==> config.mk <==
export PLATFORM = sky130hd
export DESIGN_NAME = ordered_timer_queue_top
export DESIGN_NICKNAME = d
export VERILOG_FILES = /design/src/rtl/core/otq_pkg.sv /design/src/rtl/core/otq_front.sv /design/src/rtl/core/otq_queue.sv /design/src/rtl/core/otq_back.sv /design/src/rtl/core/ordered_timer_queue_top.sv
export SDC_FILE = /design/constraint.sdc
export NUM_CORES = 2
export LEC_CHECK = 0
export ABC_CLOCK_PERIOD_IN_PS = 15080
export BUFFER_PORTS_ARGS = -buffer_cell sky130_fd_sc_hd__buf_4
export CAP_MARGIN = 40
export CORE_ASPECT_RATIO = 1.1
export CORE_MARGIN = 2
export CORE_UTILIZATION = 35
export CTS_CLUSTER_SIZE = 28
export DETAILED_ROUTE_END_ITERATION = 6
export GPL_TIMING_DRIVEN = 0
export PLACE_DENSITY = 0.48
export SYNTH_ARGS = -nofsm -noshare
export SYNTH_HDL_FRONTEND = slang
export SYNTH_SLANG_ARGS = --single-unit
==> constraint.sdc <==
create_clock -name clk -period 15.08 [get_ports clk]
set_input_delay 3.016 -clock clk [delete_from_list [all_inputs] [get_ports clk]]
set_output_delay 3.016 -clock clk [all_outputs]
set_load 0.01 [all_outputs]
==> src/rtl/core/otq_pkg.sv <==
// Shared types and constants for the ordered timer queue.
// Used by every module of the block and by its checker; depends on nothing.
package otq_pkg;

  // Number of timer slots, and the most expiries reported for one beat.
  localparam int TIMERS      = 16;
  localparam int MAX_RESULTS = 16;

  // Slot index width and armed counter width.
  localparam int HW   = (TIMERS > 1) ? $clog2(TIMERS) : 1;
  localparam int CNTW = $clog2(TIMERS + 1);

  // Depth of the command queue between front and back.
  localparam int QDEPTH = 2;

  // Request opcodes.
  localparam logic [2:0] OP_INSERT = 3'd0;
  localparam logic [2:0] OP_REMOVE = 3'd1;
  localparam logic [2:0] OP_ERASE  = 3'd2;
  localparam logic [2:0] OP_SEARCH = 3'd3;
  localparam logic [2:0] OP_READ   = 3'd4;
  localparam logic [2:0] OP_BEAT   = 3'd5;
  localparam logic [2:0] OP_CLEAR  = 3'd6;

  // Result status codes.
  localparam logic [1:0] ST_OK      = 2'd0;
  localparam logic [1:0] ST_REJECT  = 2'd1;
  localparam logic [1:0] ST_EXPIRED = 2'd2;
  localparam logic [1:0] ST_NONE    = 2'd3;

  typedef struct packed {
    logic [2:0]  opcode;
    logic [3:0]  handle;
    logic [31:0] time_value;
  } request_t;

  typedef struct packed {
    logic [1:0]  status;
    logic [3:0]  out_handle;
    logic [31:0] out_time;
    logic [4:0]  armed_count;
    logic        last;
  } result_t;

  // Decoded command kinds, as classified by the front.
  typedef enum logic [2:0] {
    CMD_INSERT,
    CMD_REMOVE,
    CMD_ERASE,
    CMD_SEARCH,
    CMD_READ,
    CMD_BEAT,
    CMD_CLEAR,
    CMD_BAD
  } cmd_kind_t;

  typedef struct packed {
    cmd_kind_t      kind;
    logic           handle_ok;
    logic [3:0]     handle;
    logic [HW-1:0]  slot;
    logic [31:0]    time_value;
  } cmd_t;

  // Fill status of the command queue.
  typedef struct packed {
    logic full;
    logic empty;
  } q_status_t;

  // Back-end sequencer states.
  typedef enum logic [2:0] {
    S_IDLE,
    S_MATCH,
    S_EXEC,
    S_RANK,
    S_EMIT
  } back_state_t;

endpackage

==> src/rtl/core/otq_front.sv <==
// Front end of the ordered timer queue: accepts requests and classifies them.
// Depends on otq_pkg for the request, command and queue status types.
module otq_front (
  input  logic             start,
  input  otq_pkg::request_t request,
  input  otq_pkg::q_status_t q_stat,
  output logic             push,
  output otq_pkg::cmd_t    cmd
);
  import otq_pkg::*;

  // A request is taken whenever the queue has room.
  assign push = start && !q_stat.full;

  // Decode the opcode and check the handle range.
  always_comb begin
    cmd.handle     = request.handle;
    cmd.slot       = HW'(request.handle);
    cmd.handle_ok  = (32'(request.handle) < TIMERS);
    cmd.time_value = request.time_value;
    case (request.opcode)
      OP_INSERT: cmd.kind = CMD_INSERT;
      OP_REMOVE: cmd.kind = CMD_REMOVE;
      OP_ERASE:  cmd.kind = CMD_ERASE;
      OP_SEARCH: cmd.kind = CMD_SEARCH;
      OP_READ:   cmd.kind = CMD_READ;
      OP_BEAT:   cmd.kind = CMD_BEAT;
      OP_CLEAR:  cmd.kind = CMD_CLEAR;
      default:   cmd.kind = CMD_BAD;
    endcase
  end

endmodule

==> src/rtl/core/otq_queue.sv <==
// Short command queue that decouples the front end from the back end.
// Depends on otq_pkg for the command type and the queue depth.
module otq_queue (
  input  logic               clk,
  input  logic               rst,
  input  logic               push,
  input  otq_pkg::cmd_t      wr_cmd,
  input  logic               pop,
  output otq_pkg::cmd_t      head,
  output otq_pkg::q_status_t q_stat
);
  import otq_pkg::*;

  localparam int QAW = (QDEPTH > 1) ? $clog2(QDEPTH) : 1;
  localparam int QCW = $clog2(QDEPTH + 1);

  cmd_t           slots [QDEPTH];
  logic [QAW-1:0] wr_ptr;
  logic [QAW-1:0] rd_ptr;
  logic [QCW-1:0] fill;

  assign head         = slots[rd_ptr];
  assign q_stat.full  = (fill == QCW'(QDEPTH));
  assign q_stat.empty = (fill == '0);

  // Storage for queued commands.
  always_ff @(posedge clk) begin
    if (push) begin
      slots[wr_ptr] <= wr_cmd;
    end
  end

  // Pointers and fill level.
  always_ff @(posedge clk) begin
    if (rst) begin
      wr_ptr <= '0;
      rd_ptr <= '0;
      fill   <= '0;
    end else begin
      if (push) begin
        wr_ptr <= (wr_ptr == QAW'(QDEPTH - 1)) ? '0 : wr_ptr + QAW'(1);
      end
      if (pop) begin
        rd_ptr <= (rd_ptr == QAW'(QDEPTH - 1)) ? '0 : rd_ptr + QAW'(1);
      end
      if (push && !pop) begin
        fill <= fill + QCW'(1);
      end else if (pop && !push) begin
        fill <= fill - QCW'(1);
      end
    end
  end

endmodule

==> src/rtl/core/otq_back.sv <==
// Back end of the ordered timer queue: timer state and command execution.
// Depends on otq_pkg for command, result, state and status definitions.
module otq_back (
  input  logic               clk,
  input  logic               rst,
  input  otq_pkg::cmd_t      head,
  input  otq_pkg::q_status_t q_stat,
  output logic               pop,
  output logic               done,
  output otq_pkg::result_t   result
);
  import otq_pkg::*;

  // Index of the lowest set bit, zero when none is set.
  function automatic logic [HW-1:0] first_set(input logic [TIMERS-1:0] vec);
    logic [HW-1:0] idx;
    idx = '0;
    for (int i = TIMERS - 1; i >= 0; i--) begin
      if (vec[i]) idx = HW'(i);
    end
    return idx;
  endfunction

  back_state_t state, state_next;

  cmd_t              cmd;
  logic [31:0]       store [TIMERS];
  logic [TIMERS-1:0] armed;
  logic [CNTW-1:0]   active;
  logic [TIMERS-1:0] match_vec;
  logic [TIMERS-1:0] exp_vec;
  logic [HW-1:0]     rank [TIMERS];
  logic [HW-1:0]     scan;
  logic [CNTW-1:0]   exp_cnt;
  logic [CNTW-1:0]   emit_pos;

  logic [TIMERS-1:0] armed_next;
  logic [CNTW-1:0]   active_next;
  logic              store_we;
  logic              done_next;
  result_t           result_next;

  logic              match_any;
  logic [HW-1:0]     match_idx;
  logic [TIMERS-1:0] sel_vec;
  logic [HW-1:0]     sel_idx;
  logic [CNTW-1:0]   emit_inc;
  logic              emit_last;
  logic [31:0]       scan_time;

  assign match_any = |match_vec;
  assign match_idx = first_set(match_vec);
  assign scan_time = store[scan];
  assign emit_inc  = emit_pos + CNTW'(1);
  assign emit_last = (emit_inc == exp_cnt) || (int'(emit_inc) == MAX_RESULTS);

  // The expired timer whose rank equals the next output position.
  always_comb begin
    for (int i = 0; i < TIMERS; i++) begin
      sel_vec[i] = exp_vec[i] && (rank[i] == emit_pos[HW-1:0]);
    end
  end
  assign sel_idx = first_set(sel_vec);

  // Sequencer state register.
  always_ff @(posedge clk) begin
    if (rst) begin
      state <= S_IDLE;
    end else begin
      state <= state_next;
    end
  end

  // Next state, result and timer state updates.
  always_comb begin
    state_next  = state;
    pop         = 1'b0;
    done_next   = 1'b0;
    store_we    = 1'b0;
    armed_next  = armed;
    active_next = active;
    result_next = '0;
    case (state)
      S_IDLE: begin
        if (!q_stat.empty) begin
          pop        = 1'b1;
          state_next = S_MATCH;
        end
      end
      S_MATCH: begin
        state_next = (cmd.kind == CMD_BEAT) ? S_RANK : S_EXEC;
      end
      S_EXEC: begin
        done_next        = 1'b1;
        result_next.last = 1'b1;
        state_next       = S_IDLE;
        case (cmd.kind)
          CMD_INSERT: begin
            result_next.out_handle = cmd.handle;
            result_next.out_time   = cmd.time_value;
            if (!cmd.handle_ok || armed[cmd.slot] || match_any) begin
              result_next.status = ST_REJECT;
            end else begin
              result_next.status     = ST_OK;
              store_we               = 1'b1;
              armed_next[cmd.slot]   = 1'b1;
              active_next            = active + CNTW'(1);
            end
          end
          CMD_REMOVE: begin
            result_next.out_handle = cmd.handle;
            if (!cmd.handle_ok || !armed[cmd.slot]) begin
              result_next.status = ST_REJECT;
            end else begin
              result_next.status   = ST_OK;
              result_next.out_time = store[cmd.slot];
              armed_next[cmd.slot] = 1'b0;
              active_next          = active - CNTW'(1);
            end
          end
          CMD_ERASE, CMD_SEARCH: begin
            result_next.out_time = cmd.time_value;
            if (!match_any) begin
              result_next.status = ST_REJECT;
            end else begin
              result_next.status     = ST_OK;
              result_next.out_handle = 4'(match_idx);
              if (cmd.kind == CMD_ERASE) begin
                armed_next[match_idx] = 1'b0;
                active_next           = active - CNTW'(1);
              end
            end
          end
          CMD_READ: begin
            result_next.out_handle = cmd.handle;
            if (!cmd.handle_ok) begin
              result_next.status = ST_REJECT;
            end else begin
              result_next.status   = ST_OK;
              result_next.out_time = store[cmd.slot];
            end
          end
          CMD_CLEAR: begin
            result_next.status = ST_OK;
            armed_next         = '0;
            active_next        = '0;
          end
          default: begin
            result_next.status = ST_REJECT;
          end
        endcase
        result_next.armed_count = 5'(active_next);
      end
      S_RANK: begin
        if (scan == HW'(TIMERS - 1)) begin
          state_next = S_EMIT;
        end
      end
      S_EMIT: begin
        done_next = 1'b1;
        if (exp_cnt == '0) begin
          result_next.status = ST_NONE;
          result_next.last   = 1'b1;
          state_next         = S_IDLE;
        end else begin
          result_next.status     = ST_EXPIRED;
          result_next.out_handle = 4'(sel_idx);
          result_next.out_time   = store[sel_idx];
          result_next.last       = emit_last;
          armed_next[sel_idx]    = 1'b0;
          active_next            = active - CNTW'(1);
          if (emit_last) begin
            state_next = S_IDLE;
          end
        end
        result_next.armed_count = 5'(active_next);
      end
      default: begin
        state_next = S_IDLE;
      end
    endcase
  end

  // Control registers: armed flags, armed count and result strobe.
  always_ff @(posedge clk) begin
    if (rst) begin
      armed  <= '0;
      active <= '0;
      done   <= 1'b0;
    end else begin
      armed  <= armed_next;
      active <= active_next;
      done   <= done_next;
    end
  end

  // Payload registers: command, expiry store, beat ranking and result.
  always_ff @(posedge clk) begin
    result <= result_next;
    if (pop) begin
      cmd <= head;
    end
    if (store_we) begin
      store[cmd.slot] <= cmd.time_value;
    end
    case (state)
      S_MATCH: begin
        // Compare every slot against the request time at once.
        for (int i = 0; i < TIMERS; i++) begin
          match_vec[i] <= armed[i] && (store[i] == cmd.time_value);
          exp_vec[i]   <= armed[i] && (store[i] <= cmd.time_value);
          rank[i]      <= '0;
        end
        scan     <= '0;
        exp_cnt  <= '0;
        emit_pos <= '0;
      end
      S_RANK: begin
        // One slot per cycle: if the slot is expired, every timer later than it moves up a rank.
        for (int i = 0; i < TIMERS; i++) begin
          if (exp_vec[scan] && (scan_time < store[i])) begin
            rank[i] <= rank[i] + HW'(1);
          end
        end
        exp_cnt <= exp_cnt + CNTW'(exp_vec[scan]);
        scan    <= scan + HW'(1);
      end
      S_EMIT: begin
        emit_pos <= emit_inc;
      end
      default: begin
      end
    endcase
  end

endmodule

==> src/rtl/core/ordered_timer_queue_top.sv <==
// Top level of the ordered timer queue.
// Depends on otq_pkg, otq_front, otq_queue and otq_back.
//
//   Channel  Handshake        Payload    Notes
//   request  start / busy     request    taken when start is high, busy low
//   result   done (strobe)    result     shown for one cycle, cannot be held
//
// A request that gives one result is popped from the queue, compared and then
// executed; the back end finishes one command (pop, compare, execute) before it pops the next.
// A beat is popped and compared like any other command, then ranks the expired
// timers one slot per cycle, then gives one result per cycle, at most MAX_RESULTS
// of them.
// Busy rises while the two-entry command queue is full.
// Reset clears the armed flags and count at once; there is no clearing pass.
module ordered_timer_queue_top (
  input  logic              clk,
  input  logic              rst,
  input  logic              start,
  output logic              busy,
  input  otq_pkg::request_t request,
  output logic              done,
  output otq_pkg::result_t  result
);
  import otq_pkg::*;

  logic      push;
  logic      pop;
  cmd_t      new_cmd;
  cmd_t      head;
  q_status_t q_stat;

  assign busy = q_stat.full;

  otq_front u_front (
    .start   (start),
    .request (request),
    .q_stat  (q_stat),
    .push    (push),
    .cmd     (new_cmd)
  );

  otq_queue u_queue (
    .clk    (clk),
    .rst    (rst),
    .push   (push),
    .wr_cmd (new_cmd),
    .pop    (pop),
    .head   (head),
    .q_stat (q_stat)
  );

  otq_back u_back (
    .clk    (clk),
    .rst    (rst),
    .head   (head),
    .q_stat (q_stat),
    .pop    (pop),
    .done   (done),
    .result (result)
  );

endmodule

==> summary.md <==
| Metric | Value |
|---|---|
| Clk buf depth | `3` |
| DIE AREA | `0.191 mm2` |
| Postcts setup bufs | `0` |
| Critical path fanouts, max | `16` |
| Num ports | `88` |
| FF+latch count, synth | `816` |
| Final count of hold timing violations | `0` |
| Post-Route WL | `415 mm` |
| Total CTS buffers | `99` |
| Cell row count | `166` |
| Final period utilization | `55.5%` |
| Pwr Density | `259 mW/mm2` |
| Die Width | `417 um` |
| Largest net degree at the start of global routing | `38` |
| CTS tree | `yes` |
| Max-slew violations | `0` |
| Antenna viol nets, final | `0` |
| HPWL Detailed | `330 mm` |
| DRC viols | `0` |
| CP endpoint | `u_back.rank[0][9]` |
| Initial Util | `35.3%` |
| Unique masters post-synth | `80` |
| 1st-iter DRT viols | `8569` |
| CP cell instances | `buf_2, buf_1, clkbuf_2, clkbuf_1, buf_8, mux4_2, mux4_2, ha_1, nand4_1, nor2_1, nand3_1, o221ai_1, buf_4, nand4_1, a31oi_1, o21ai_0` |
| H-tree levels | `3` |
| Post-synth top flop | `edfxtp_1` |
| Commonest cells after routing, fill and taps aside | `1032 x ha_1, 739 x edfxtp_1, 591 x inv_1, 364 x a21o_1, 327 x mux4_2` |
| Clk sinks | `816` |
| FF-to-FF End | `u_back.rank[0][9]` |
| WS Path Type | `reg -> reg` |
| Pleak | `0.0327 uW` |
| Post-synth net total | `6944` |
| FMAX | `0.119 GHz` |
| Max Cap Violations | `0` |
| Ys Warns | `0` |
| I/O Buffers | `83` |
| Clock skew | `0.0621 ns` |
| Pre-CTS WS | `7.00 ns` |
| Min cycle time layout | `8.37 ns` |
| Routed vias | `59957` |
| Gr usage total | `42.6%` |
| Clock latency at the later pin of the worst-skew pair | `0.84 ns` |
| EDFF count, synth | `739` |
| Post_cts resized | `0` |
| Core area | `0.186 mm2` |
| Worst setup EP type | `register` |
| Worst EP required | `15.53 ns` |
| Peak supply drop | `0.000152 V` |
| Rel. slew slack | `27.3%` |
| Worst reg2reg path depth | `16` |
| Setup TNS | `0 ns` |
| Commonest non-fill, non-tap cell in the layout | `ha_1` |
| RSZ-0062 raised after global routing | `no` |
| Remaining Overflow, GRT | `0` |
| Slew of the pin with the lowest slew margin | `1.09 ns` |
| Final setup viols | `0` |
| Fin nets | `7438` |
| Clock-pin slew on the worst setup and hold paths | `0.06 ns` |
| Post-Syn Area | `0.0657 mm2` |
| Async S/R FF share, synth | `0%` |
| FF-to-FF setup slack | `6.71 ns` |
| Share of cells above drive strength 1 | `16.8%` |
| GP Congestion | `1.09` |
| Critical Path Slowest Stage Cell | `mux4_2` |
| Critical Path AT | `8.82 ns` |
| Syn Area/Cell | `11.2 um2` |
| Hold/Removal Path Class | `reg -> reg` |
| Global-route wire length before repair | `535 mm` |
| Area Growth Syn to Fin | `18.1%` |
| Detailed Routing Iterations Pass 1 | `6` |
| DR vias/cell | `6.73` |
| Fill cells | `17692` |
| Initial antenna violation count | `46` |
| Root buffer cell | `clkbuf_16` |
| Routed wire per std cell | `46.6 um` |
| Status | `completed` |
| Slowest stage delay, CP | `0.84 ns` |
| Gate count of the mapped netlist | `5870` |
| Sequential element share of the synthesized area | `36.1%` |
| Hold-fix buffers, CTS | `0` |
| Total design power | `20100 uW` |
| Die height | `459 um` |
| Final WS setup | `6.71 ns` |
| CP Launch Type | `register` |
| Vias in the first global route | `56994` |
## cell families after synthesis
family	count (synthesis)	share of synthesized area [%]
XOR/XNOR	107	1.43
AND/OR/NAND/NOR	1207	9.52
multiplexers	446	13.1
adder cells (fa/ha/maj)	1032	19.6
AO/OA/AOI/OAI	1429	15.2
flip-flops	816	36.1
buffers and inverters	833	5.01
## state kept, by name, summed over array words and instances (netlist names), 16 cells and up, named ones only
name,flops
u_back.exp_vec,16
u_back.rank,64
u_queue.slots,78
u_back.cmd,39
u_back.store,512
u_back.result,44
u_back.armed,16
u_back.match_vec,16
## worst max-delay path, delay by kind of cell, from the launching register on
family / cells / cell delay [ns]
AND/OR/NAND/NOR: 4 / 1.32
multiplexers: 2 / 1.23
flip-flops: 1 / 0.41
adder cells (fa/ha/maj): 1 / 0.43
AO/OA/AOI/OAI: 3 / 1.33
buffers and inverters: 6 / 3.25
## stage by stage
stage	util [%]	instances	hold WS, ns	instance area [um2]
2_1_floorplan	-	5870	0.462	65700
6_report	41.7	8910	0.526	77600
3_5_place_dp	39.8	8682	0.510	74100
4_1_cts	41.5	8870	0.529	77400
5_1_grt	41.6	8887	0.559	77600
3_3_place_gp	37.3	8389	0.507	69400
## report_power, final
part	switching (uW)	internal (uW)
registers	362	2950
clock network	1140	1370
logic	9610	4630
total	11100	8950
## worst min path at each step
stage | start | endpoint | slack (ns) | cells after the start
floorplan | u_back.armed[14] | u_back.armed[14] | 0.46 | 2
global placement | u_queue.fill[1] | u_queue.fill[1] | 0.51 | 2
detailed placement | u_queue.fill[1] | u_queue.fill[1] | 0.51 | 2
CTS | u_queue.fill[1] | u_queue.fill[1] | 0.53 | 2
global route | u_queue.slots[0][14] | u_back.cmd[14] | 0.56 | 1
finish | u_queue.fill[1] | u_queue.fill[1] | 0.53 | 2
## synthesized netlist by cell type, types with 77 or more instances
library cell	n	area share (%)
nor3_1	117	0.89
clkbuf_1	148	0.85
nand4_1	285	2.7
a21oi_1	246	1.9
inv_1	592	3.4
nand2_1	229	1.3
nor2_1	235	1.3
o21a_1	116	1.3
o211ai_1	106	1.2
nand3_1	77	0.59
mux4_2	327	11
ha_1	1032	20
mux2i_1	80	1.2
a21o_1	364	4.2
edfxtp_1	739	34
dfxtp_1	77	2.3
o21ai_0	184	1.4
nor2b_1	83	0.79
## routing by layer
metal / share of wire, % / GRT usage [%]
met1: 36 / 48.9
met5: 0.12 / 1.32
met3: 11 / 14.1
met4: 11 / 39.3
met2: 42 / 62.3
## final cells by class
type	instances	area [um2]	share of cell area, %
Clock inverter	68	653	0.841
Sequential cell	816	23700	30.6
Tap cell	2436	3050	3.93
Multi-Input combinational cell	4221	38900	50.2
Antenna cell	23	57.6	0.0741
Inverter	595	2230	2.88
Timing Repair Buffer	393	5250	6.76
Buffer	238	1110	1.43
Clock buffer	120	2620	3.37
Power figures use the tool's default switching activity.
